`src/rtl/core/lsw_pkg.sv`:
```
`timescale 1ns / 1ps
// Shared types and constants of the line sensor window drive block.
// No dependencies.
package lsw_pkg;

    localparam int CHANNELS  = 8;
    localparam int SAMPLE_W  = 12;
    localparam int SUM_W     = 19;
    localparam int WIN_W     = SAMPLE_W + 2;
    localparam int DUTY_W    = 12;
    localparam int DIR_W     = 4;
    localparam int CFG_IDX_W = 2;
    localparam int CH6_IDX   = 6;

    localparam logic [CFG_IDX_W-1:0] REG_MARGIN_BELOW     = 2'd0;
    localparam logic [CFG_IDX_W-1:0] REG_MARGIN_ABOVE     = 2'd1;
    localparam logic [CFG_IDX_W-1:0] REG_MARGIN_ABOVE_CH6 = 2'd2;

    localparam logic [SAMPLE_W-1:0] MARGIN_BELOW_RST     = 12'd100;
    localparam logic [SAMPLE_W-1:0] MARGIN_ABOVE_RST     = 12'd100;
    localparam logic [SAMPLE_W-1:0] MARGIN_ABOVE_CH6_RST = 12'd120;

    localparam logic [DIR_W-1:0] DRIVE_DIR = 4'd12;
    localparam logic [DIR_W-1:0] STOP_DIR  = 4'd0;

    typedef struct packed {
        logic [DUTY_W-1:0] duty_a;
        logic [DUTY_W-1:0] duty_b;
        logic [DUTY_W-1:0] duty_c;
        logic [DUTY_W-1:0] duty_d;
        logic [DIR_W-1:0]  direction;
        logic              stop;
    } drive_t;

    typedef struct packed {
        logic acc;
        logic divide;
    } lane_ctrl_t;

    localparam drive_t DRIVE_STOP = '{
        duty_a: '0, duty_b: '0, duty_c: '0, duty_d: '0,
        direction: STOP_DIR, stop: 1'b1
    };

endpackage

```
`src/rtl/core/lsw_lane.sv`:
```
`timescale 1ns / 1ps
// One sensor channel: calibration sum, centre by reciprocal multiply,
// and the signed window compare. Depends on lsw_pkg.
module lsw_lane #(
    parameter int CAL_SAMPLES = 100
) (
    input  logic                          aclk,
    input  logic                          aresetn,
    input  lsw_pkg::lane_ctrl_t           ctrl,
    input  logic [lsw_pkg::SAMPLE_W-1:0]  sample,
    input  logic [lsw_pkg::SAMPLE_W-1:0]  margin_below,
    input  logic [lsw_pkg::SAMPLE_W-1:0]  margin_above,
    output logic                          in_window
);
    import lsw_pkg::*;

    localparam int CAL_LOG = $clog2(CAL_SAMPLES);
    localparam int SHIFT   = SUM_W + CAL_LOG;
    localparam int RECIP_W = SUM_W + 1;
    localparam int PROD_W  = SUM_W + RECIP_W;
    localparam logic [RECIP_W-1:0] RECIP = RECIP_W'(
        ((64'd1 << SHIFT) + 64'(CAL_SAMPLES) - 64'd1) / 64'(CAL_SAMPLES));

    logic [SUM_W-1:0]    sum_reg, sum_next;
    logic [SAMPLE_W-1:0] centre_reg, centre_next;
    logic [PROD_W-1:0]   prod;
    logic signed [WIN_W-1:0] lo, hi, smp;

    assign prod = {{RECIP_W{1'b0}}, sum_reg} * {{SUM_W{1'b0}}, RECIP};

    always_comb begin
        sum_next    = sum_reg;
        centre_next = centre_reg;
        if (ctrl.divide) begin
            centre_next = prod[SHIFT +: SAMPLE_W];
            sum_next    = '0;
        end else if (ctrl.acc) begin
            sum_next = sum_reg + SUM_W'(sample);
        end
    end

    always_ff @(posedge aclk) begin
        if (!aresetn) begin
            sum_reg    <= '0;
            centre_reg <= '0;
        end else begin
            sum_reg    <= sum_next;
            centre_reg <= centre_next;
        end
    end

    assign smp = $signed({2'b00, sample});
    assign lo  = $signed({2'b00, centre_reg}) - $signed({2'b00, margin_below});
    assign hi  = $signed({2'b00, centre_reg}) + $signed({2'b00, margin_above});
    assign in_window = (smp > lo) && (smp < hi);

endmodule

```
`src/rtl/core/lsw_merge.sv`:
```
`timescale 1ns / 1ps
// Merge of the lane flags: drive table lookup and the held drive state.
// Depends on lsw_pkg.
module lsw_merge (
    input  logic                          aclk,
    input  logic                          aresetn,
    input  logic                          upd,
    input  logic [lsw_pkg::CHANNELS-1:0]  flags,
    output lsw_pkg::drive_t               drive_next,
    output logic                          known
);
    import lsw_pkg::*;

    typedef struct packed {
        logic   hit;
        drive_t drive;
    } lookup_t;

    function automatic drive_t run(input logic [DUTY_W-1:0] a, input logic [DUTY_W-1:0] b,
                                   input logic [DUTY_W-1:0] c, input logic [DUTY_W-1:0] d);
        drive_t r;
        r.duty_a    = a;
        r.duty_b    = b;
        r.duty_c    = c;
        r.duty_d    = d;
        r.direction = DRIVE_DIR;
        r.stop      = 1'b0;
        return r;
    endfunction

    function automatic lookup_t lookup(input logic [CHANNELS-1:0] f);
        lookup_t r;
        r.hit   = 1'b1;
        r.drive = DRIVE_STOP;
        case (f) inside
            8'h00, 8'hFF: r.drive = DRIVE_STOP;
            8'h01: r.drive = run(12'd690,  12'd63,   12'd2815, 12'd3065);
            8'h03: r.drive = run(12'd690,  12'd63,   12'd2440, 12'd2815);
            8'h02: r.drive = run(12'd690,  12'd63,   12'd2065, 12'd2440);
            8'h06: r.drive = run(12'd690,  12'd63,   12'd1689, 12'd2065);
            8'h04: r.drive = run(12'd690,  12'd63,   12'd1314, 12'd1089);
            8'h0C: r.drive = run(12'd690,  12'd63,   12'd939,  12'd1314);
            8'h08: r.drive = run(12'd690,  12'd63,   12'd563,  12'd939);
            8'h18: r.drive = run(12'd690,  12'd63,   12'd188,  12'd588);
            8'h10: r.drive = run(12'd1064, 12'd438,  12'd188,  12'd588);
            8'h30: r.drive = run(12'd1314, 12'd814,  12'd188,  12'd588);
            8'h20: r.drive = run(12'd1689, 12'd1189, 12'd188,  12'd588);
            8'h60: r.drive = run(12'd2065, 12'd1564, 12'd188,  12'd588);
            8'h40: r.drive = run(12'd2440, 12'd1940, 12'd188,  12'd588);
            8'hC0: r.drive = run(12'd2815, 12'd2315, 12'd188,  12'd588);
            8'h80: r.drive = run(12'd3065, 12'd2690, 12'd188,  12'd588);
            default: r.hit = 1'b0;
        endcase
        return r;
    endfunction

    lookup_t hit_row;
    drive_t  drive_reg;

    assign hit_row    = lookup(flags);
    assign known      = upd && hit_row.hit;
    assign drive_next = known ? hit_row.drive : drive_reg;

    always_ff @(posedge aclk) begin
        if (!aresetn) begin
            drive_reg <= DRIVE_STOP;
        end else begin
            drive_reg <= drive_next;
        end
    end

endmodule

```
`src/rtl/core/line_sensor_window_drive_top.sv`:
```
`timescale 1ns / 1ps
// Top level of the line sensor window drive: eight channel lanes, the drive merge,
// configuration registers and the result register. Depends on lsw_pkg, lsw_lane, lsw_merge.
//
//  channel  direction  handshake              payload
//  s_       in         s_valid / s_ready      s_func, s_sample_0 .. s_sample_7
//  m_       out        m_valid / m_ready      m_line_flags, m_duty_a..d, m_direction_bits,
//                                             m_stopped, m_pattern_known, m_calibrated
//  cfg_     in         cfg_wr_en              cfg_wr_index, cfg_wr_data
//
// One transaction per cycle while s_ready; each result appears in the cycle after its input.
// The cycle after the CAL_SAMPLES-th calibration transaction is spent on the
// reciprocal multiply that loads the eight centres; s_ready is low for that cycle.
// Synchronous active-low reset clears sums, centres, count and held drive, and
// loads the margins with their default values.
// A stalled result holds in the output register; s_ready follows m_ready then.
module line_sensor_window_drive_top #(
    parameter int CAL_SAMPLES = 100
) (
    input  logic                            aclk,
    input  logic                            aresetn,
    input  logic                            s_valid,
    output logic                            s_ready,
    input  logic                            s_func,
    input  logic [lsw_pkg::SAMPLE_W-1:0]    s_sample_0,
    input  logic [lsw_pkg::SAMPLE_W-1:0]    s_sample_1,
    input  logic [lsw_pkg::SAMPLE_W-1:0]    s_sample_2,
    input  logic [lsw_pkg::SAMPLE_W-1:0]    s_sample_3,
    input  logic [lsw_pkg::SAMPLE_W-1:0]    s_sample_4,
    input  logic [lsw_pkg::SAMPLE_W-1:0]    s_sample_5,
    input  logic [lsw_pkg::SAMPLE_W-1:0]    s_sample_6,
    input  logic [lsw_pkg::SAMPLE_W-1:0]    s_sample_7,
    output logic                            m_valid,
    input  logic                            m_ready,
    output logic [lsw_pkg::CHANNELS-1:0]    m_line_flags,
    output logic [lsw_pkg::DUTY_W-1:0]      m_duty_a,
    output logic [lsw_pkg::DUTY_W-1:0]      m_duty_b,
    output logic [lsw_pkg::DUTY_W-1:0]      m_duty_c,
    output logic [lsw_pkg::DUTY_W-1:0]      m_duty_d,
    output logic [lsw_pkg::DIR_W-1:0]       m_direction_bits,
    output logic                            m_stopped,
    output logic                            m_pattern_known,
    output logic                            m_calibrated,
    input  logic                            cfg_wr_en,
    input  logic [lsw_pkg::CFG_IDX_W-1:0]   cfg_wr_index,
    input  logic [lsw_pkg::SAMPLE_W-1:0]    cfg_wr_data
);
    import lsw_pkg::*;

    localparam int CNT_W = (CAL_SAMPLES > 1) ? $clog2(CAL_SAMPLES) : 1;

    logic [SAMPLE_W-1:0] margin_below_reg, margin_above_reg, margin_above_ch6_reg;
    logic [CNT_W-1:0]    cnt_reg, cnt_next;
    logic                cal_reg, cal_next;
    logic                div_pend_reg, div_pend_next;
    logic                m_valid_reg, m_valid_next;

    logic [CHANNELS-1:0] flags_reg;
    drive_t              drive_out_reg;
    logic                known_reg;
    logic                cal_out_reg;

    logic                accept, cal_acc, op_acc, cal_last, known;
    logic [SAMPLE_W-1:0] samples [CHANNELS];
    logic [CHANNELS-1:0] flags;
    lane_ctrl_t          lane_ctrl;
    drive_t              drive_next;

    assign samples[0] = s_sample_0;
    assign samples[1] = s_sample_1;
    assign samples[2] = s_sample_2;
    assign samples[3] = s_sample_3;
    assign samples[4] = s_sample_4;
    assign samples[5] = s_sample_5;
    assign samples[6] = s_sample_6;
    assign samples[7] = s_sample_7;

    assign s_ready  = !div_pend_reg && (!m_valid_reg || m_ready);
    assign accept   = s_valid && s_ready;
    assign cal_acc  = accept && !s_func;
    assign op_acc   = accept && s_func;
    assign cal_last = cal_acc && (cnt_reg == CNT_W'(CAL_SAMPLES - 1));

    assign lane_ctrl.acc    = cal_acc;
    assign lane_ctrl.divide = div_pend_reg;

    // configuration registers
    always_ff @(posedge aclk) begin
        if (!aresetn) begin
            margin_below_reg     <= MARGIN_BELOW_RST;
            margin_above_reg     <= MARGIN_ABOVE_RST;
            margin_above_ch6_reg <= MARGIN_ABOVE_CH6_RST;
        end else if (cfg_wr_en) begin
            case (cfg_wr_index)
                REG_MARGIN_BELOW:     margin_below_reg     <= cfg_wr_data;
                REG_MARGIN_ABOVE:     margin_above_reg     <= cfg_wr_data;
                REG_MARGIN_ABOVE_CH6: margin_above_ch6_reg <= cfg_wr_data;
                default: ;
            endcase
        end
    end

    for (genvar gi = 0; gi < CHANNELS; gi++) begin : g_lane
        logic [SAMPLE_W-1:0] upper;
        if (gi == CH6_IDX) begin : g_ch6
            assign upper = margin_above_ch6_reg;
        end else begin : g_std
            assign upper = margin_above_reg;
        end
        lsw_lane #(
            .CAL_SAMPLES (CAL_SAMPLES)
        ) u_lane (
            .aclk         (aclk),
            .aresetn      (aresetn),
            .ctrl         (lane_ctrl),
            .sample       (samples[gi]),
            .margin_below (margin_below_reg),
            .margin_above (upper),
            .in_window    (flags[gi])
        );
    end

    lsw_merge u_merge (
        .aclk       (aclk),
        .aresetn    (aresetn),
        .upd        (op_acc),
        .flags      (flags),
        .drive_next (drive_next),
        .known      (known)
    );

    always_comb begin
        cnt_next      = cnt_reg;
        cal_next      = cal_reg;
        div_pend_next = cal_last;
        m_valid_next  = m_valid_reg;
        if (cal_acc) begin
            cnt_next = cal_last ? '0 : cnt_reg + CNT_W'(1);
        end
        if (cal_last) begin
            cal_next = 1'b1;
        end
        if (accept) begin
            m_valid_next = 1'b1;
        end else if (m_ready) begin
            m_valid_next = 1'b0;
        end
    end

    always_ff @(posedge aclk) begin
        if (!aresetn) begin
            cnt_reg      <= '0;
            cal_reg      <= 1'b0;
            div_pend_reg <= 1'b0;
            m_valid_reg  <= 1'b0;
        end else begin
            cnt_reg      <= cnt_next;
            cal_reg      <= cal_next;
            div_pend_reg <= div_pend_next;
            m_valid_reg  <= m_valid_next;
        end
    end

    // result payload
    always_ff @(posedge aclk) begin
        if (accept) begin
            flags_reg     <= s_func ? flags : '0;
            drive_out_reg <= drive_next;
            known_reg     <= known;
            cal_out_reg   <= cal_next;
        end
    end

    assign m_valid          = m_valid_reg;
    assign m_line_flags     = flags_reg;
    assign m_duty_a         = drive_out_reg.duty_a;
    assign m_duty_b         = drive_out_reg.duty_b;
    assign m_duty_c         = drive_out_reg.duty_c;
    assign m_duty_d         = drive_out_reg.duty_d;
    assign m_direction_bits = drive_out_reg.direction;
    assign m_stopped        = drive_out_reg.stop;
    assign m_pattern_known  = known_reg;
    assign m_calibrated     = cal_out_reg;

endmodule

```
`config.mk`:
```
export PLATFORM = sky130hd
export DESIGN_NAME = line_sensor_window_drive_top
export DESIGN_NICKNAME = d
export VERILOG_FILES = /design/src/rtl/core/lsw_pkg.sv /design/src/rtl/core/lsw_lane.sv /design/src/rtl/core/lsw_merge.sv /design/src/rtl/core/line_sensor_window_drive_top.sv
export SDC_FILE = /design/constraint.sdc
export NUM_CORES = 2
export LEC_CHECK = 0
export BUFFER_PORTS_ARGS = -buffer_cell sky130_fd_sc_hd__buf_4
export CORE_UTILIZATION = 65
export DETAILED_ROUTE_END_ITERATION = 6
export GPL_TIMING_DRIVEN = 0
export MAX_ROUTING_LAYER = met4
export PLACE_DENSITY = 0.94
export SYNTH_ARGS = -nofsm -noshare
export SYNTH_HDL_FRONTEND = slang
export SYNTH_HIERARCHICAL = 1
export SYNTH_SLANG_ARGS = --single-unit
```
`constraint.sdc`:
```
create_clock -name aclk -period 10.2 [get_ports aclk]
set_clock_uncertainty 0.15 [all_clocks]
set_input_delay 0.51 -clock aclk [delete_from_list [all_inputs] [get_ports aclk]]
set_output_delay 0.51 -clock aclk [all_outputs]
set_load 0.005 [all_outputs]
```
==> run_results.csv <==
group,metric,value,unit
status,outcome,"finished with violations",
status,violations,"DRC, capacitance limit",
timing,timing.final.max_slew_violations,0,
floorplan,die-area,126000,µm²
floorplan,fp.dieH,355,µm
final_layout,area_delta_synth_final,6.53,%
critical_path,crit_arrival,8060,ps
grt,grt_max_degree,56,
grt,grt_use_total,35.7,%
placement,dp_hpwl,181000,µm
detailed_routing,vias_per_cell,5.99,
grt,met3_usage,6.17,%
critical_path,end_kind,"flip-flop",
power_and_ir_drop,ir_drop,0.122,mV
synthesis,synth_edf_count,63,
detailed_routing,ant_nets,0,
floorplan,io_pins,181,
synthesis,synth_ff_type,"dfxtp_1",
critical_path,cp.buffers_inverters,4,
critical_path,worstSetupPathType,"flip-flop to flip-flop",
detailed_routing,first_pass_iters,7,
clocking,clock_latency,640,ps
timing,finalHoldViolCount,0,
power_and_ir_drop,p_leak,47.4,nW
floorplan,num_rows,129,
synthesis,yosysTopAreaCellShare,27.0,%
placement,gp_congestion,1.01,
timing,fin_crit,7850,ps
grt,grt_pass1_vias,68182,
worst_hold_path,min_from,"cfg_wr_data[9]",
clocking,numCtsBuffers,46,
synthesis,synth_seq_cells,410,
timing,setup_viol,0,
final_layout,regArea,8840,µm²
synthesis,yosys_warnings,6,
critical_path,critPathTopFamily,"compound AO/OA/AOI/OAI gates",
floorplan,core_region_area,124000,µm²
grt,grt_pass1_wl,349000,µm
critical_path,cp-start-kind,"flip-flop",
clocking,post_cts_resize_count,0,
critical_path,crit_start,"g_lane[0].upper[1]$_SDFFE_PN0P_",
final_layout,drive_gt1_share,4.98,%
critical_path,critPathSlowestCell,"dfxtp_1",
critical_path,cp.required,10410,ps
grt,met2_usage,57.7,%
synthesis,yosysMostFrequentCell,"inv_1",
grt,antenna_found_initial,20,
placement,placed_area,84600,µm²
clocking,cts_setup_buffers,0,
detailed_routing,drc,76,
synthesis,syn_avg_cell_area,9.20,µm²
clocking,root_buffer,"clkbuf_16",
floorplan,die_w,355,µm
synthesis,synth_cell_types,133,
synthesis,synth_top_cell_by_area,"ha_1",
critical_path,path_cells,"ha_1, a21o_1, a21oi_2, o21bai_1, a21oi_2, o21bai_1, a41o_1, o41ai_2, xor2_1, ha_1, a2111oi_0, o211ai_1, a32oi_1, buf_2, nand4_1, or2_1, clkbuf_1, and2_1, a21o_1, clkinv_1, buf_2, o21ai_0",
job,cap_violations,1,
final_layout,largest_reg_flops,152,
synthesis,ys_async_sr_fraction,0,%
synthesis,synthTopCellsByCount,"inv_1, ha_1, fa_1",
clocking,cts_tree,"yes",
floorplan,initial_core_util,65.5,%
synthesis,netlist_top_cells_area,"ha_1, fa_1, inv_1",
timing,fmax,127,MHz
critical_path,slowest_delay,1320,ps
timing,rsz0062_at_grt,"no",
final_layout,multi_input_area,63500,µm²
detailed_routing,via_count,64386,
final_layout,final_area,86400,µm²
final_layout,fillers,8634,
timing,tightest_slew,1490,ps
detailed_routing,wire_per_inst,20.2,µm
clocking,clock_path_buffers,3,
synthesis,syn-num-nets,11697,
power_and_ir_drop,power.density,92.4,nW/µm²
grt,globalRouteMet1Util,43.1,%
final_layout,fin_cells,10750,
critical_path,rr_startpoint,"g_lane[0].upper[1]$_SDFFE_PN0P_",
grt,grt.busiest_layer,"met2",
critical_path,critPathMaxFanout,15,
clocking,cts_htree_levels,2,
final_layout,nNetsFinal,11941,
clocking,cts_sinks,410,
timing,setup_tns,0,ps
clocking,hold_buffers,11,
grt,overflow,0,
placement,io_buffers,180,
timing,period_share,77.0,%
synthesis,syn_inst,8812,
placement,dp.cells,10634,
synthesis,netlist_area,81100,µm²
clocking,clkTransAtPathRegs,60,ps
worst_hold_path,hold_path_class,"input port to flip-flop",
synthesis,ys_seq_area_share,10.9,%
detailed_routing,wirelength,217000,µm
detailed_routing,first_iter_violations,4913,
timing,relSlewSlack,0.250,%
[power breakdown]
part / total, mW / leakage [nW] / internal, mW / switching (mW)
Combinational: 4.30 / 43.2 / 1.73 / 2.57
Sequential: 1.86 / 3.45 / 1.70 / 0.163
Clock: 1.81 / 0.777 / 1.02 / 0.791
[final timing paths]
| kind | endpoint | slack, ps | depth (start not counted) |
|---|---|---|---|
| setup / recovery | m_duty_c[2]$_DFFE_PP_ | 2350 | 22 |
| hold / removal | g_lane[6].upper[9]$_SDFFE_PN0P_ | 20 | 3 |
| setup reg to reg | m_duty_c[2]$_DFFE_PP_ | 2350 | 22 |
| hold reg to reg | u_merge/drive_reg[52]$_SDFF_PN0_ | 310 | 2 |
[layout by cell type (no fill, tap or decap), types with 145 or more instances in the layout]
cell	n
xnor2_1	211
nor2_1	353
nand2_1	373
fa_1	1016
nand3_1	145
dfxtp_1	346
a21o_1	180
inv_1	2180
ha_1	1753
buf_4	181
o21ai_0	196
a21oi_1	383
[per-layer routing]
metal / vias up / wire [µm]
li1: 29492 / -
met1: 31333 / 84100
met2: 2754 / 102000
met3: 807 / 18400
met4: 0 / 12600
met5: - / 0
[layout make-up]
| cell class | instances | area share [%] |
|---|---|---|
| multi-input combinational | 6107 | 73.5 |
| clock inverter | 28 | 0.395 |
| sequential | 410 | 10.2 |
| antenna | 20 | 0.0579 |
| inverter | 2181 | 9.47 |
| clock buffer | 57 | 1.46 |
| timing repair buffer | 196 | 1.82 |
| buffer | 114 | 0.653 |
| tap | 1637 | 2.37 |
[metrics by stage]
stage,setup WS [ps],utilization (%),hold slack [ps],total power [mW]
6_report,2350,69.8,20.8,7.98
5_1_grt,2130,69.8,31.0,8.66
4_1_cts,2540,69.8,0.502,7.96
3_5_place_dp,2570,68.4,298,6.10
3_3_place_gp,2570,68.3,285,5.82
2_1_floorplan,4200,-,271,4.89
[tightest hold or removal path: stages]
cell	delay, ps
buf_4	130
nand2_1	60
a21oi_1	60
[cell families after synthesis]
logic type      Yosys count  synth area share (%)
flops                   410                  10.9
simple gates           1452                  8.92
mux                      89                  1.11
xor+xnor                351                  3.79
compound gates         1446                  12.4
buf+inv                2295                  10.8
fa+ha+maj              2769                  52.1
Power figures use the tool's default switching activity.
